[config.mk]
export PLATFORM = sky130hd
export DESIGN_NAME = gather_nd_address_generator_unit
export DESIGN_NICKNAME = d
export VERILOG_FILES = /design/src/sv/gnd_pkg.sv /design/src/sv/gnd_ctrl.sv /design/src/sv/gnd_dpath.sv /design/src/sv/gather_nd_address_generator_unit.sv
export VERILOG_INCLUDE_DIRS = /design/src /design/src/sv
export SDC_FILE = /design/constraint.sdc
export NUM_CORES = 2
export LEC_CHECK = 0
export BUFFER_PORTS_ARGS = -buffer_cell sky130_fd_sc_hd__buf_4
export CORE_ASPECT_RATIO = 1.75
export CORE_MARGIN = 5
export CORE_UTILIZATION = 35
export CTS_CLUSTER_SIZE = 10
export DETAILED_ROUTE_END_ITERATION = 6
export PLACE_DENSITY = 0.56
export SYNTH_ARGS = -nofsm -noshare
export SYNTH_HDL_FRONTEND = slang
export SYNTH_HIERARCHICAL = 1
export SYNTH_SLANG_ARGS = --single-unit
[constraint.sdc]
create_clock -name clk_i -period 9.5 [get_ports clk_i]
set_input_delay 1.9 -clock clk_i [delete_from_list [all_inputs] [get_ports clk_i]]
set_output_delay 1.9 -clock clk_i [all_outputs]
set_load 0.02 [all_outputs]
[src/sv/assert_macros.svh]
`ifndef ASSERT_MACROS_SVH
`define ASSERT_MACROS_SVH

// same-cycle implication, clocked on clk_i, off during reset
`define ASSERT_IMPL(lbl, ante, cons) \
  lbl: assert property (@(posedge clk_i) disable iff (!rst_ni) (ante) |-> (cons)) \
    else $error("assertion failed");

// next-cycle implication
`define ASSERT_NEXT(lbl, ante, cons) \
  lbl: assert property (@(posedge clk_i) disable iff (!rst_ni) (ante) |=> (cons)) \
    else $error("assertion failed");

`endif

[src/sv/gnd_pkg.sv]
`default_nettype none

package gnd_pkg;

  localparam int MAX_INDEX_DEPTH = 4;
  localparam int MAX_SLICE       = 64;

  localparam int COORD_W = 12;
  localparam int DEPTH_W = 3;
  localparam int SLICE_W = 7;
  localparam int POS_W   = 48;
  localparam int SRC_W   = 54;
  localparam int DST_W   = 38;
  localparam int TUPLE_W = 32;
  localparam int K_W     = 6;
  localparam int J_W     = 2;
  localparam int CFG_IDX_W = 3;

  // at most four coordinates travel with a request
  localparam int DEPTH_LIMIT = (MAX_INDEX_DEPTH < 4) ? MAX_INDEX_DEPTH : 4;

  typedef enum logic [CFG_IDX_W-1:0] {
    REG_INDEX_DEPTH = 3'd0,
    REG_DIM_SIZE_1  = 3'd1,
    REG_DIM_SIZE_2  = 3'd2,
    REG_DIM_SIZE_3  = 3'd3,
    REG_SLICE       = 3'd4
  } cfg_reg_e;

  typedef enum logic [1:0] {
    S_IDLE,
    S_FOLD,
    S_SCALE,
    S_EMIT
  } state_e;

  typedef struct packed {
    logic load;
    logic fold;
    logic scale;
    logic emit;
  } cmd_t;

  typedef struct packed {
    logic depth_one;
    logic fold_done;
    logic k_last;
    logic out_free;
  } sts_t;

  function automatic logic [DEPTH_W-1:0] eff_depth(input logic [DEPTH_W-1:0] d);
    logic [DEPTH_W-1:0] r;
    r = d;
    if (d == '0) begin
      r = DEPTH_W'(1);
    end else if (32'(d) > DEPTH_LIMIT) begin
      r = DEPTH_W'(DEPTH_LIMIT);
    end
    return r;
  endfunction

  function automatic logic [SLICE_W-1:0] eff_slice(input logic [SLICE_W-1:0] s);
    logic [SLICE_W-1:0] r;
    r = s;
    if (s == '0) begin
      r = SLICE_W'(1);
    end else if (32'(s) > MAX_SLICE) begin
      r = SLICE_W'(MAX_SLICE);
    end
    return r;
  endfunction

endpackage

`default_nettype wire

[src/sv/gnd_ctrl.sv]
`default_nettype none

module gnd_ctrl (
  input  wire logic         clk_i,
  input  wire logic         rst_ni,
  input  wire logic         s_axis_tvalid,
  output logic              s_axis_tready,
  input  wire gnd_pkg::sts_t sts_i,
  output gnd_pkg::cmd_t     cmd_o
);
  import gnd_pkg::*;

  state_e state_q, state_d;

  always_ff @(posedge clk_i or negedge rst_ni) begin
    if (!rst_ni) begin
      state_q <= S_IDLE;
    end else begin
      state_q <= state_d;
    end
  end

  always_comb begin
    state_d = state_q;
    case (state_q)
      S_IDLE: begin
        if (s_axis_tvalid) begin
          state_d = sts_i.depth_one ? S_SCALE : S_FOLD;
        end
      end
      S_FOLD: begin
        if (sts_i.fold_done) begin
          state_d = S_SCALE;
        end
      end
      S_SCALE: begin
        state_d = S_EMIT;
      end
      S_EMIT: begin
        if (sts_i.out_free && sts_i.k_last) begin
          state_d = S_IDLE;
        end
      end
      default: begin
        state_d = S_IDLE;
      end
    endcase
  end

  always_comb begin
    s_axis_tready = (state_q == S_IDLE);
    cmd_o.load    = (state_q == S_IDLE) && s_axis_tvalid;
    cmd_o.fold    = (state_q == S_FOLD);
    cmd_o.scale   = (state_q == S_SCALE);
    cmd_o.emit    = (state_q == S_EMIT) && sts_i.out_free;
  end

  `include "assert_macros.svh"

  `ASSERT_NEXT(a_last_emit_idle, cmd_o.emit && sts_i.k_last, state_q == S_IDLE)
  `ASSERT_NEXT(a_scale_then_emit, state_q == S_SCALE, state_q == S_EMIT)
  `ASSERT_NEXT(a_shallow_skips_fold, cmd_o.load && sts_i.depth_one, state_q == S_SCALE)

endmodule

`default_nettype wire

[src/sv/gnd_dpath.sv]
`default_nettype none

module gnd_dpath (
  input  wire logic                            clk_i,
  input  wire logic                            rst_ni,
  input  wire gnd_pkg::cmd_t                   cmd_i,
  output gnd_pkg::sts_t                        sts_o,
  input  wire logic [gnd_pkg::DEPTH_W-1:0]     depth_i,
  input  wire logic [gnd_pkg::COORD_W-1:0]     dim_1_i,
  input  wire logic [gnd_pkg::COORD_W-1:0]     dim_2_i,
  input  wire logic [gnd_pkg::COORD_W-1:0]     dim_3_i,
  input  wire logic [gnd_pkg::SLICE_W-1:0]     slice_i,
  input  wire logic [47:0]                     s_axis_tdata,
  input  wire logic                            s_axis_tlast,
  output logic                                 m_axis_tvalid,
  input  wire logic                            m_axis_tready,
  output logic [95:0]                          m_axis_tdata,
  output logic                                 m_axis_tlast
);
  import gnd_pkg::*;

  logic [COORD_W-1:0] coord_q [4];
  logic               final_q;
  logic [POS_W-1:0]   pos_q, pos_d;
  logic [J_W-1:0]     j_q;
  logic [K_W-1:0]     k_q;
  logic [SRC_W-1:0]   src_q;
  logic [DST_W-1:0]   dst_q;
  logic [TUPLE_W-1:0] tuple_q;
  logic               out_valid_q;
  logic [SRC_W-1:0]   out_src_q;
  logic [DST_W-1:0]   out_dst_q;
  logic               out_last_q;

  logic [COORD_W-1:0] dim_sel;
  logic [59:0]        fold_prod;
  logic [SRC_W:0]     src_prod;
  logic [DST_W:0]     dst_prod;

  always_comb begin
    case (j_q)
      2'd1:    dim_sel = dim_1_i;
      2'd2:    dim_sel = dim_2_i;
      2'd3:    dim_sel = dim_3_i;
      default: dim_sel = '0;
    endcase
  end

  assign fold_prod = {12'b0, pos_q} * {48'b0, dim_sel};
  assign pos_d     = fold_prod[POS_W-1:0] + {36'b0, coord_q[j_q]};
  assign src_prod  = {7'b0, pos_q} * {48'b0, slice_i};
  assign dst_prod  = {7'b0, tuple_q} * {32'b0, slice_i};

  assign sts_o.depth_one = (depth_i == DEPTH_W'(1));
  assign sts_o.fold_done = ({1'b0, j_q} == depth_i - DEPTH_W'(1));
  assign sts_o.k_last    = ({1'b0, k_q} == slice_i - SLICE_W'(1));
  assign sts_o.out_free  = !out_valid_q || m_axis_tready;

  always_ff @(posedge clk_i) begin
    if (cmd_i.load) begin
      for (int i = 0; i < 4; i++) begin
        coord_q[i] <= s_axis_tdata[i*COORD_W +: COORD_W];
      end
      final_q <= s_axis_tlast;
      pos_q   <= {36'b0, s_axis_tdata[COORD_W-1:0]};
    end else if (cmd_i.fold) begin
      pos_q <= pos_d;
    end
    if (cmd_i.scale) begin
      src_q <= src_prod[SRC_W-1:0];
      dst_q <= dst_prod[DST_W-1:0];
    end else if (cmd_i.emit) begin
      src_q <= src_q + SRC_W'(1);
      dst_q <= dst_q + DST_W'(1);
    end
    if (cmd_i.emit) begin
      out_src_q  <= src_q;
      out_dst_q  <= dst_q;
      out_last_q <= sts_o.k_last;
    end
  end

  always_ff @(posedge clk_i or negedge rst_ni) begin
    if (!rst_ni) begin
      j_q         <= J_W'(1);
      k_q         <= '0;
      tuple_q     <= '0;
      out_valid_q <= 1'b0;
    end else begin
      if (cmd_i.load) begin
        j_q <= J_W'(1);
      end else if (cmd_i.fold && !sts_o.fold_done) begin
        j_q <= j_q + J_W'(1);
      end
      if (cmd_i.scale) begin
        k_q     <= '0;
        tuple_q <= final_q ? '0 : tuple_q + TUPLE_W'(1);
      end else if (cmd_i.emit) begin
        k_q <= sts_o.k_last ? '0 : k_q + K_W'(1);
      end
      if (cmd_i.emit) begin
        out_valid_q <= 1'b1;
      end else if (m_axis_tready) begin
        out_valid_q <= 1'b0;
      end
    end
  end

  assign m_axis_tvalid = out_valid_q;
  assign m_axis_tdata  = {4'b0, out_dst_q, out_src_q};
  assign m_axis_tlast  = out_last_q;

  `include "assert_macros.svh"

  `ASSERT_IMPL(a_k_range, 1'b1, {1'b0, k_q} < slice_i)
  `ASSERT_IMPL(a_j_range, cmd_i.fold, {1'b0, j_q} < depth_i)
  `ASSERT_NEXT(a_end_marked, cmd_i.emit && sts_o.k_last, m_axis_tlast && k_q == '0)

endmodule

`default_nettype wire

[src/sv/gather_nd_address_generator_unit.sv]
// A request is taken in the idle state and passes through the fold (skipped for
// index depth 1), scale and emit states; the next is taken only after the last
//   slice element is emitted. The fold multiplier takes one coordinate per cycle;
//   the output register emits one slice element per cycle while not stalled.
// Reset (rst_ni low, async): registers return to 1, tuple counter to zero, no
//   result pending; the unit leaves reset idle and ready to take a request.
`default_nettype none

module gather_nd_address_generator_unit (
  input  wire logic                              clk_i,
  input  wire logic                              rst_ni,
  input  wire logic                              cfg_valid_i,
  output logic                                   cfg_ready_o,
  input  wire logic [gnd_pkg::CFG_IDX_W-1:0]     cfg_index_i,
  input  wire logic [gnd_pkg::COORD_W-1:0]       cfg_data_i,
  input  wire logic                              s_axis_tvalid,
  output logic                                   s_axis_tready,
  // coord_0 [11:0], coord_1 [23:12], coord_2 [35:24], coord_3 [47:36]
  input  wire logic [47:0]                       s_axis_tdata,
  input  wire logic                              s_axis_tlast,  // final_tuple
  output logic                                   m_axis_tvalid,
  input  wire logic                              m_axis_tready,
  // src_offset [53:0], dst_offset [91:54], zero [95:92]
  output logic [95:0]                            m_axis_tdata,
  output logic                                   m_axis_tlast   // slice_end
);
  import gnd_pkg::*;

  logic [DEPTH_W-1:0] depth_q;
  logic [COORD_W-1:0] dim_1_q, dim_2_q, dim_3_q;
  logic [SLICE_W-1:0] slice_q;
  cmd_t               cmd;
  sts_t               sts;

  assign cfg_ready_o = 1'b1;

  always_ff @(posedge clk_i or negedge rst_ni) begin
    if (!rst_ni) begin
      depth_q <= DEPTH_W'(1);
      dim_1_q <= COORD_W'(1);
      dim_2_q <= COORD_W'(1);
      dim_3_q <= COORD_W'(1);
      slice_q <= SLICE_W'(1);
    end else if (cfg_valid_i) begin
      case (cfg_index_i)
        REG_INDEX_DEPTH: depth_q <= cfg_data_i[DEPTH_W-1:0];
        REG_DIM_SIZE_1:  dim_1_q <= cfg_data_i;
        REG_DIM_SIZE_2:  dim_2_q <= cfg_data_i;
        REG_DIM_SIZE_3:  dim_3_q <= cfg_data_i;
        REG_SLICE:       slice_q <= cfg_data_i[SLICE_W-1:0];
        default: begin
        end
      endcase
    end
  end

  gnd_ctrl u_ctrl (
    .clk_i         (clk_i),
    .rst_ni        (rst_ni),
    .s_axis_tvalid (s_axis_tvalid),
    .s_axis_tready (s_axis_tready),
    .sts_i         (sts),
    .cmd_o         (cmd)
  );

  gnd_dpath u_dpath (
    .clk_i         (clk_i),
    .rst_ni        (rst_ni),
    .cmd_i         (cmd),
    .sts_o         (sts),
    .depth_i       (eff_depth(depth_q)),
    .dim_1_i       (dim_1_q),
    .dim_2_i       (dim_2_q),
    .dim_3_i       (dim_3_q),
    .slice_i       (eff_slice(slice_q)),
    .s_axis_tdata  (s_axis_tdata),
    .s_axis_tlast  (s_axis_tlast),
    .m_axis_tvalid (m_axis_tvalid),
    .m_axis_tready (m_axis_tready),
    .m_axis_tdata  (m_axis_tdata),
    .m_axis_tlast  (m_axis_tlast)
  );

endmodule

`default_nettype wire
---- Word-level counts from Yosys, hierarchy flattened ----
Memories as Yosys holds them, arrays and structs flattened.
Index checks and enable logic that the tools add are counted.
word-level totals
  register bits after elaboration ......... 323
  memory bits (writable) .................. 48
  output and inout bits ................... 100
  word-level logic and storage cells ...... 95
  memories ................................ 1
memory list
  name             words  bits a word  rd ports  clocked after memory_dff  write ports  RTL line         source
  u_dpath.coord_q  4      12           1         0                         4            gnd_dpath.sv:22  logic [COORD_W-1:0] coord_q [4];
operators by class
  add/sub/neg operators ................... 8
  $mul .................................... 3
  $lt $le $gt $ge ......................... 2
  eq/ne operators ......................... 16
  muxes and demuxes ....................... 26
  reduce and logical (&&, ||, !) cells .... 21
operators with widths
  kind                     number
  $mux W54                 2
  $mux W38                 2
  $add A54 B1 Y54 const B  1
  $mul A48 B7 Y54          1
  $add A48 B12 Y48         1
  $mul A48 B12 Y48         1
  $add A38 B1 Y38 const B  1
  $mul A32 B7 Y38          1
  $pmux W12 S3             1
  $add A32 B1 Y32 const B  1
  $mux W32                 1
  $mux W12                 2
  $mux W6                  3
  $mux W7                  2
  $mux W2                  6
  $reduce_and A2 Y1        5
  $eq A2 B2 Y1 const B     4
  $pmux W2 S4              1
  $reduce_bool A2 Y1       4
  $eq A6 B7 Y1             1
  $gt A7 B7 Y1 const B     1
  $logic_not A7 Y1         1
  $sub A7 B1 Y7 const B    1
  $add A6 B1 Y6 const B    1
  other kinds (18)         31

---- Logic depth before layout (Yosys ltp) ----
  depth in word-level cells ............... 9
  depth in mapped cells ................... 31

---- Cells and area by module ----
The synthesis kept the hierarchy.
by module, submodules not included
  module                            times used  cells an instance  area each (sq um)
  gnd_dpath                         1           4999               46218.1
  gather_nd_address_generator_unit  1           116                1970.6
  gnd_ctrl                          1           19                 186.4

---- Worst setup path before layout ----
OpenSTA, ideal clock, no wires.
  path type ............................... flip-flop to flip-flop
  from .................................... reg u_dpath.j_q[0]
  to ...................................... reg u_dpath.pos_q[40]
  data arrival time ....................... 7.614 ns
  setup slack ............................. 1.768 ns
  stages on the path, launching flop included .. 31
  buffers on the path ..................... 6
  cell sequence ........................... dfstp_2 -> clkbuf_1 -> buf_1 -> inv_1 -> ha_1 -> clkbuf_1 -> clkbuf_1 -> nor2_1 -> clkbuf_1 -> clkbuf_1 -> and2_1 -> fa_1 -> inv_1 -> fa_1 -> inv_1 -> fa_1 -> fa_1 -> inv_1 -> fa_1 -> inv_1 -> ha_1 -> a2111oi_2 -> a22o_1 -> a211oi_2 -> o2111ai_2 -> a21oi_2 -> o2111ai_2 -> a21oi_2 -> o2111ai_1 -> a21o_1 -> a32o_1
on the way
  word-level cells in the longest chain between the ends .. 4
ends and longest elaborated chain
  item                                                 RTL line         source
  from (decl)                                          gnd_dpath.sv:25  logic [J_W-1:0] j_q;
  from (signal assigned)                               gnd_dpath.sv:93  j_q <= j_q + J_W'(1);
  $eq A2 B2 Y1 / $eq A2 B1 Y1 (equally long branches)  gnd_dpath.sv:41  case (j_q)
  $pmux W12 S3                                         gnd_dpath.sv:41
  $mul A48 B12 Y48                                     gnd_dpath.sv:49  assign fold_prod = {12'b0, pos_q} * {48'b0, dim_sel};
  $add A48 B12 Y48 *                                   gnd_dpath.sv:50  assign pos_d = fold_prod[POS_W-1:0] + {36'b0, coord_q[j_q]};
  to (signal assigned)                                 gnd_dpath.sv:65  pos_q <= {36'b0, s_axis_tdata[COORD_W-1:0]};
  to (signal assigned)                                 gnd_dpath.sv:67  pos_q <= pos_d;
  to (decl)                                            gnd_dpath.sv:24  logic [POS_W-1:0] pos_q, pos_d;
Mark *: on every way between the ends. The rest lies on a longest branch, timed or not.
A chain may end at the register's enable or synchronous reset.

---- Worst setup path in the final report ----
  from .................................... reg u_dpath.j_q[1]
  to ...................................... reg u_dpath.pos_q[41]
Same word-level chain as after synthesis.

==> flow_results.org <==
** Setup path
- CP peak stage delay :: around 0.58 ns
- The worst setup path is captured at a register.
- Counting both buffers and inverters, the worst setup path holds a total of 5.
- Data arrives at the worst endpoint at around 8.8 ns.
- Of all nets on the critical path, the largest fanout is 15.
- Worst path required time :: about 10 ns
- Most frequent CP cell :: sky130_fd_sc_hd__fa_1
- Broken down by cell family, the worst path's largest delay share belongs to adder cells.
- Critical setup path kind :: register to register
- The worst setup path is launched from a register.
- The slowest stage of the critical path is the sky130_fd_sc_hd__nor2_2 cell.

** Synthesis
- In this run, distinct cell masters in the synthesized netlist total between 90 and 100.
- Counting every instance in the synthesized netlist gives roughly 5,100.
- Area fraction of the dominant cell type after synthesis :: 32.5%
- Flip-flop cell with the highest count after synthesis :: sky130_fd_sc_hd__edfxtp_1
- For this run, the register share of the synthesized area comes to a little over a fifth.
- During synthesis, Yosys emitted a total of 6 warnings.
- Post-synthesis average cell area :: between 9 and 10 µm²
- Of all cell types, the one taking the most synthesized area is sky130_fd_sc_hd__fa_1.
- Counting flops with a built-in enable in the synthesized netlist gives about 250.
- Number of storage elements in the synthesis netlist :: 371
- Ranked by total cell area, the synthesized netlist is headed by sky130_fd_sc_hd__fa_1 (32%), sky130_fd_sc_hd__edfxtp_1 (15%), sky130_fd_sc_hd__nand2_1 (7.4%).
- The cell area that synthesis handed to floorplanning was just under 0.05 mm².
- Share of flip-flops with an asynchronous set or reset after synthesis :: around a quarter

** STA
- The final count of hold timing violations is 0.
- Setup TNS Final :: 0 ns
- Counting I/O delays and the setup requirement, the final critical path takes 8.24 ns.
- Highest attainable clock frequency :: approximately 0.12 GHz
- Setup slack closes at approximately 1.3 ns.
- Worst relative slew slack :: ~25%
- The count of pins over their slew limit was 0.
- For the final database, setup skew stands at 0.0245 ns.
- Setup violations, final :: 0
- Unrepaired setup endpoints after global routing :: false
- Slew at the pin closest to its max-slew limit :: between 1 and 1.5 ns
- In the finished design, the share of the clock period the worst path needs comes to 86.7%.

** Floorplanning
- about 170 I/O pins were placed.
- In this run the horizontal extent of the chip is between 200 and 300 µm.
- In this run the core area contains 180 standard-cell rows.
- Placeable core area :: roughly 0.14 mm²
- The floorplan step defined a die boundary enclosing approximately 0.15 mm².
- Initial Utilization :: a little over a third
- The floorplan step set the die height to roughly 500 µm.

** Clock tree
- Number of setup buffers added after CTS :: 0
- Total clock buffers created by CTS :: 48
- The tree is rooted in a sky130_fd_sc_hd__clkbuf_16.
- Clock tree synthesis found a total of approximately 370 sinks.
- Clock-pin slew on the worst setup and hold paths :: 0.07 ns
- Once the clock tree was built, the resizer swapped 0 gates to a different size.
- CTS tree :: done
- For the worst-skew pair, the clock arrives at the later sink with an insertion delay of approximately 0.64 ns.
- H-tree level count :: 2
- The longest clock path from root to sink contains 3 buffers.
- Number of buffers added to fix hold violations after cts :: 0

** Finish
- Summing all multi-input logic gate instances after layout gives 0.0339 mm².
- Core utilization of the finished layout :: 38.5%
- The count of cells in the finished layout, fillers not included, comes to roughly 7,000.
- FILL cells :: roughly 14,000
- In the final design database the tool counted 6,215 nets.
- In the final layout, the share of cells above drive strength 1 is 8.14%.
- The sequential cells in the finished layout cover a total of between 0.01 and 0.015 mm².
- Area added between synthesis and finish :: 9.26%

** Placement
- After detailed placement, the design holds a cell count of 6,885.
- In this run the tool buffered the top-level ports with 163 buffer cells.
- Setup slack at placement :: 1.35 ns
- At the end of routability-driven placement, the weighted congestion stood at between 0.8 and 0.9.
- Once detailed placement completed, the half-perimeter wirelength came to 105,000 µm.

** Detailed routing
- Number of search-and-repair iterations in the first detailed-routing pass :: 6
- The first routing iteration left between 1,000 and 1,500 violations.
- Dividing the detail-routed via count by the number of cells gives approximately 5.0.
- DRC Markers :: 0
- Once detail routing completed, the nets flagged for antenna violations numbered 0.
- Via count of the routed design :: around 35,000
- Total routed wirelength :: 134,000 µm
- In the final routed layout, each cell accounts on average for between 15 and 20 µm.

** Global routing
- First-pass GRT wire length :: 216,000 µm
- Vias in the first global route :: approximately 39,000
- Entering global routing, the biggest net connects 81 pins.
- The number of antenna violations at the first check in global routing is 4.
- Global routing used 18.5% of the available tracks across all layers.
- After global routing the overflow that remains totals 0.

** Worst hold path
- Worst hold-check path type :: register to register

** Run status
- Outcome :: finished clean

** Run
- Across the run, the number of max-cap violations was 0.
==> logic make-up after synthesis <==
kind of cell             Yosys count  share of synthesized area (%)
adder cells (fa/ha/maj)         1031                           38.8
flip-flops                       371                           21.4
AO/OA/AOI/OAI                    538                           7.42
XOR/XNOR                         259                           4.69
other                              2                         0.0155
multiplexers                     104                           2.83
AND/OR/NAND/NOR                 1701                           16.0
buffers and inverters           1128                           8.84
==> flip-flops by register name, summed over array words and instances, names as in the netlist <==
register and count:
depth_q 3, dim_1_q 12, dim_2_q 12, dim_3_q 12, slice_q 7, u_ctrl/state_q 2, u_dpath/coord_q 48, u_dpath/dst_q 38
u_dpath/final_q 1, u_dpath/j_q 2, u_dpath/k_q 6, u_dpath/m_axis_tlast 1, u_dpath/m_axis_tvalid 1, u_dpath/out_dst_q 38, u_dpath/out_src_q 54, u_dpath/pos_q 48
u_dpath/src_q 54, u_dpath/tuple_q 32
==> worst paths after layout <==
check                                  startpoint                     to  slack (ns)  cells after the start
worst max-delay path               u_dpath/j_q[1]      u_dpath/pos_q[41]        1.26                     25
worst min-delay path            u_dpath/dst_q[19]  u_dpath/out_dst_q[19]        0.45                      0
worst max register to register     u_dpath/j_q[1]      u_dpath/pos_q[41]        1.26                     25
worst min register to register  u_dpath/dst_q[19]  u_dpath/out_dst_q[19]        0.45                      0
max in group asynchronous                  rst_ni             slice_q[6]        7.11                      2
min in group asynchronous                  rst_ni    u_dpath/tuple_q[30]        1.24                      1
==> cells in the mapped netlist (11+ instances only) <==
cell type	count
sky130_fd_sc_hd__nand2_1	950
sky130_fd_sc_hd__inv_1	833
sky130_fd_sc_hd__fa_1	785
sky130_fd_sc_hd__and2_1	268
sky130_fd_sc_hd__clkbuf_1	266
sky130_fd_sc_hd__edfxtp_1	246
sky130_fd_sc_hd__ha_1	246
sky130_fd_sc_hd__nor2_1	202
sky130_fd_sc_hd__a21oi_1	145
sky130_fd_sc_hd__xnor2_1	141
sky130_fd_sc_hd__xor2_1	118
sky130_fd_sc_hd__o21ai_0	108
sky130_fd_sc_hd__dfrtp_1	83
sky130_fd_sc_hd__a21o_1	80
sky130_fd_sc_hd__nand3_1	71
sky130_fd_sc_hd__and3_1	44
sky130_fd_sc_hd__mux2i_1	38
sky130_fd_sc_hd__dfxtp_1	36
sky130_fd_sc_hd__nor3_1	32
sky130_fd_sc_hd__nand4_1	31
sky130_fd_sc_hd__mux2_4	30
sky130_fd_sc_hd__o21bai_1	24
sky130_fd_sc_hd__nor2b_1	23
sky130_fd_sc_hd__a31oi_1	20
sky130_fd_sc_hd__o21a_1	18
sky130_fd_sc_hd__mux2_2	17
sky130_fd_sc_hd__or3_1	17
sky130_fd_sc_hd__buf_1	16
sky130_fd_sc_hd__nand2b_1	16
sky130_fd_sc_hd__o211ai_1	15
sky130_fd_sc_hd__a211oi_1	14
sky130_fd_sc_hd__a222oi_1	13
sky130_fd_sc_hd__mux4_2	12
sky130_fd_sc_hd__a22o_1	11
==> layout make-up <==
| cell class | count | share of cell area (%) |
|---|---|---|
| multi-input combinational | 3638 | 64.1 |
| sequential | 371 | 19.6 |
| inverter | 833 | 5.92 |
| tap | 1820 | 4.31 |
| timing repair buffer | 223 | 3.17 |
| clock buffer | 71 | 2.59 |
| clock inverter | 13 | 0.301 |
| antenna | 5 | 0.0237 |
==> cells in the final DEF (no fill, tap or decap), drive strengths merged, types with 12 or more instances in the layout <==
| master | count |
|---|---|
| a21o | 80 |
| fa | 785 |
| nand2 | 950 |
| mux2 | 54 |
| buf | 223 |
| dfxtp | 36 |
| mux2i | 38 |
| o211ai | 15 |
| and2 | 270 |
| nand4 | 31 |
| o21ai | 114 |
| nand2b | 16 |
| ha | 246 |
| dfrtp | 83 |
| a31oi | 21 |
| nor2 | 204 |
| a21oi | 149 |
| xnor2 | 141 |
| clkbuf | 71 |
| nor3 | 34 |
| a222oi | 13 |
| inv | 834 |
| o21bai | 24 |
| a211oi | 15 |
| xor2 | 118 |
| o21a | 18 |
| and3 | 44 |
| nand3 | 71 |
| edfxtp | 246 |
| or3 | 17 |
| mux4 | 12 |
| nor2b | 23 |
==> routing by layer <==
metal | up-vias | GRT usage, % | share of wire, %
met5 | - | 0 | 0.0097
met4 | 2 | 7.70 | 4.6
met3 | 316 | 1.83 | 3.3
met2 | 776 | 37.5 | 57
met1 | 17790 | 19.1 | 35
li1 | 15999 | - | -
==> through the flow <==
| step | instance area [µm²] | hold WS [ns] |
|---|---|---|
| after CTS | 52800 | 0.449 |
| after detailed placement | 51300 | 0.436 |
| after floorplan | 48400 | 0.426 |
| after global routing | 52800 | 0.467 |
| final | 52900 | 0.449 |
| after global placement | 51300 | 0.437 |
Power is left out: the tool's default activity adds up to more than one toggle a clock period on the data nets, which glitch-free logic cannot reach.
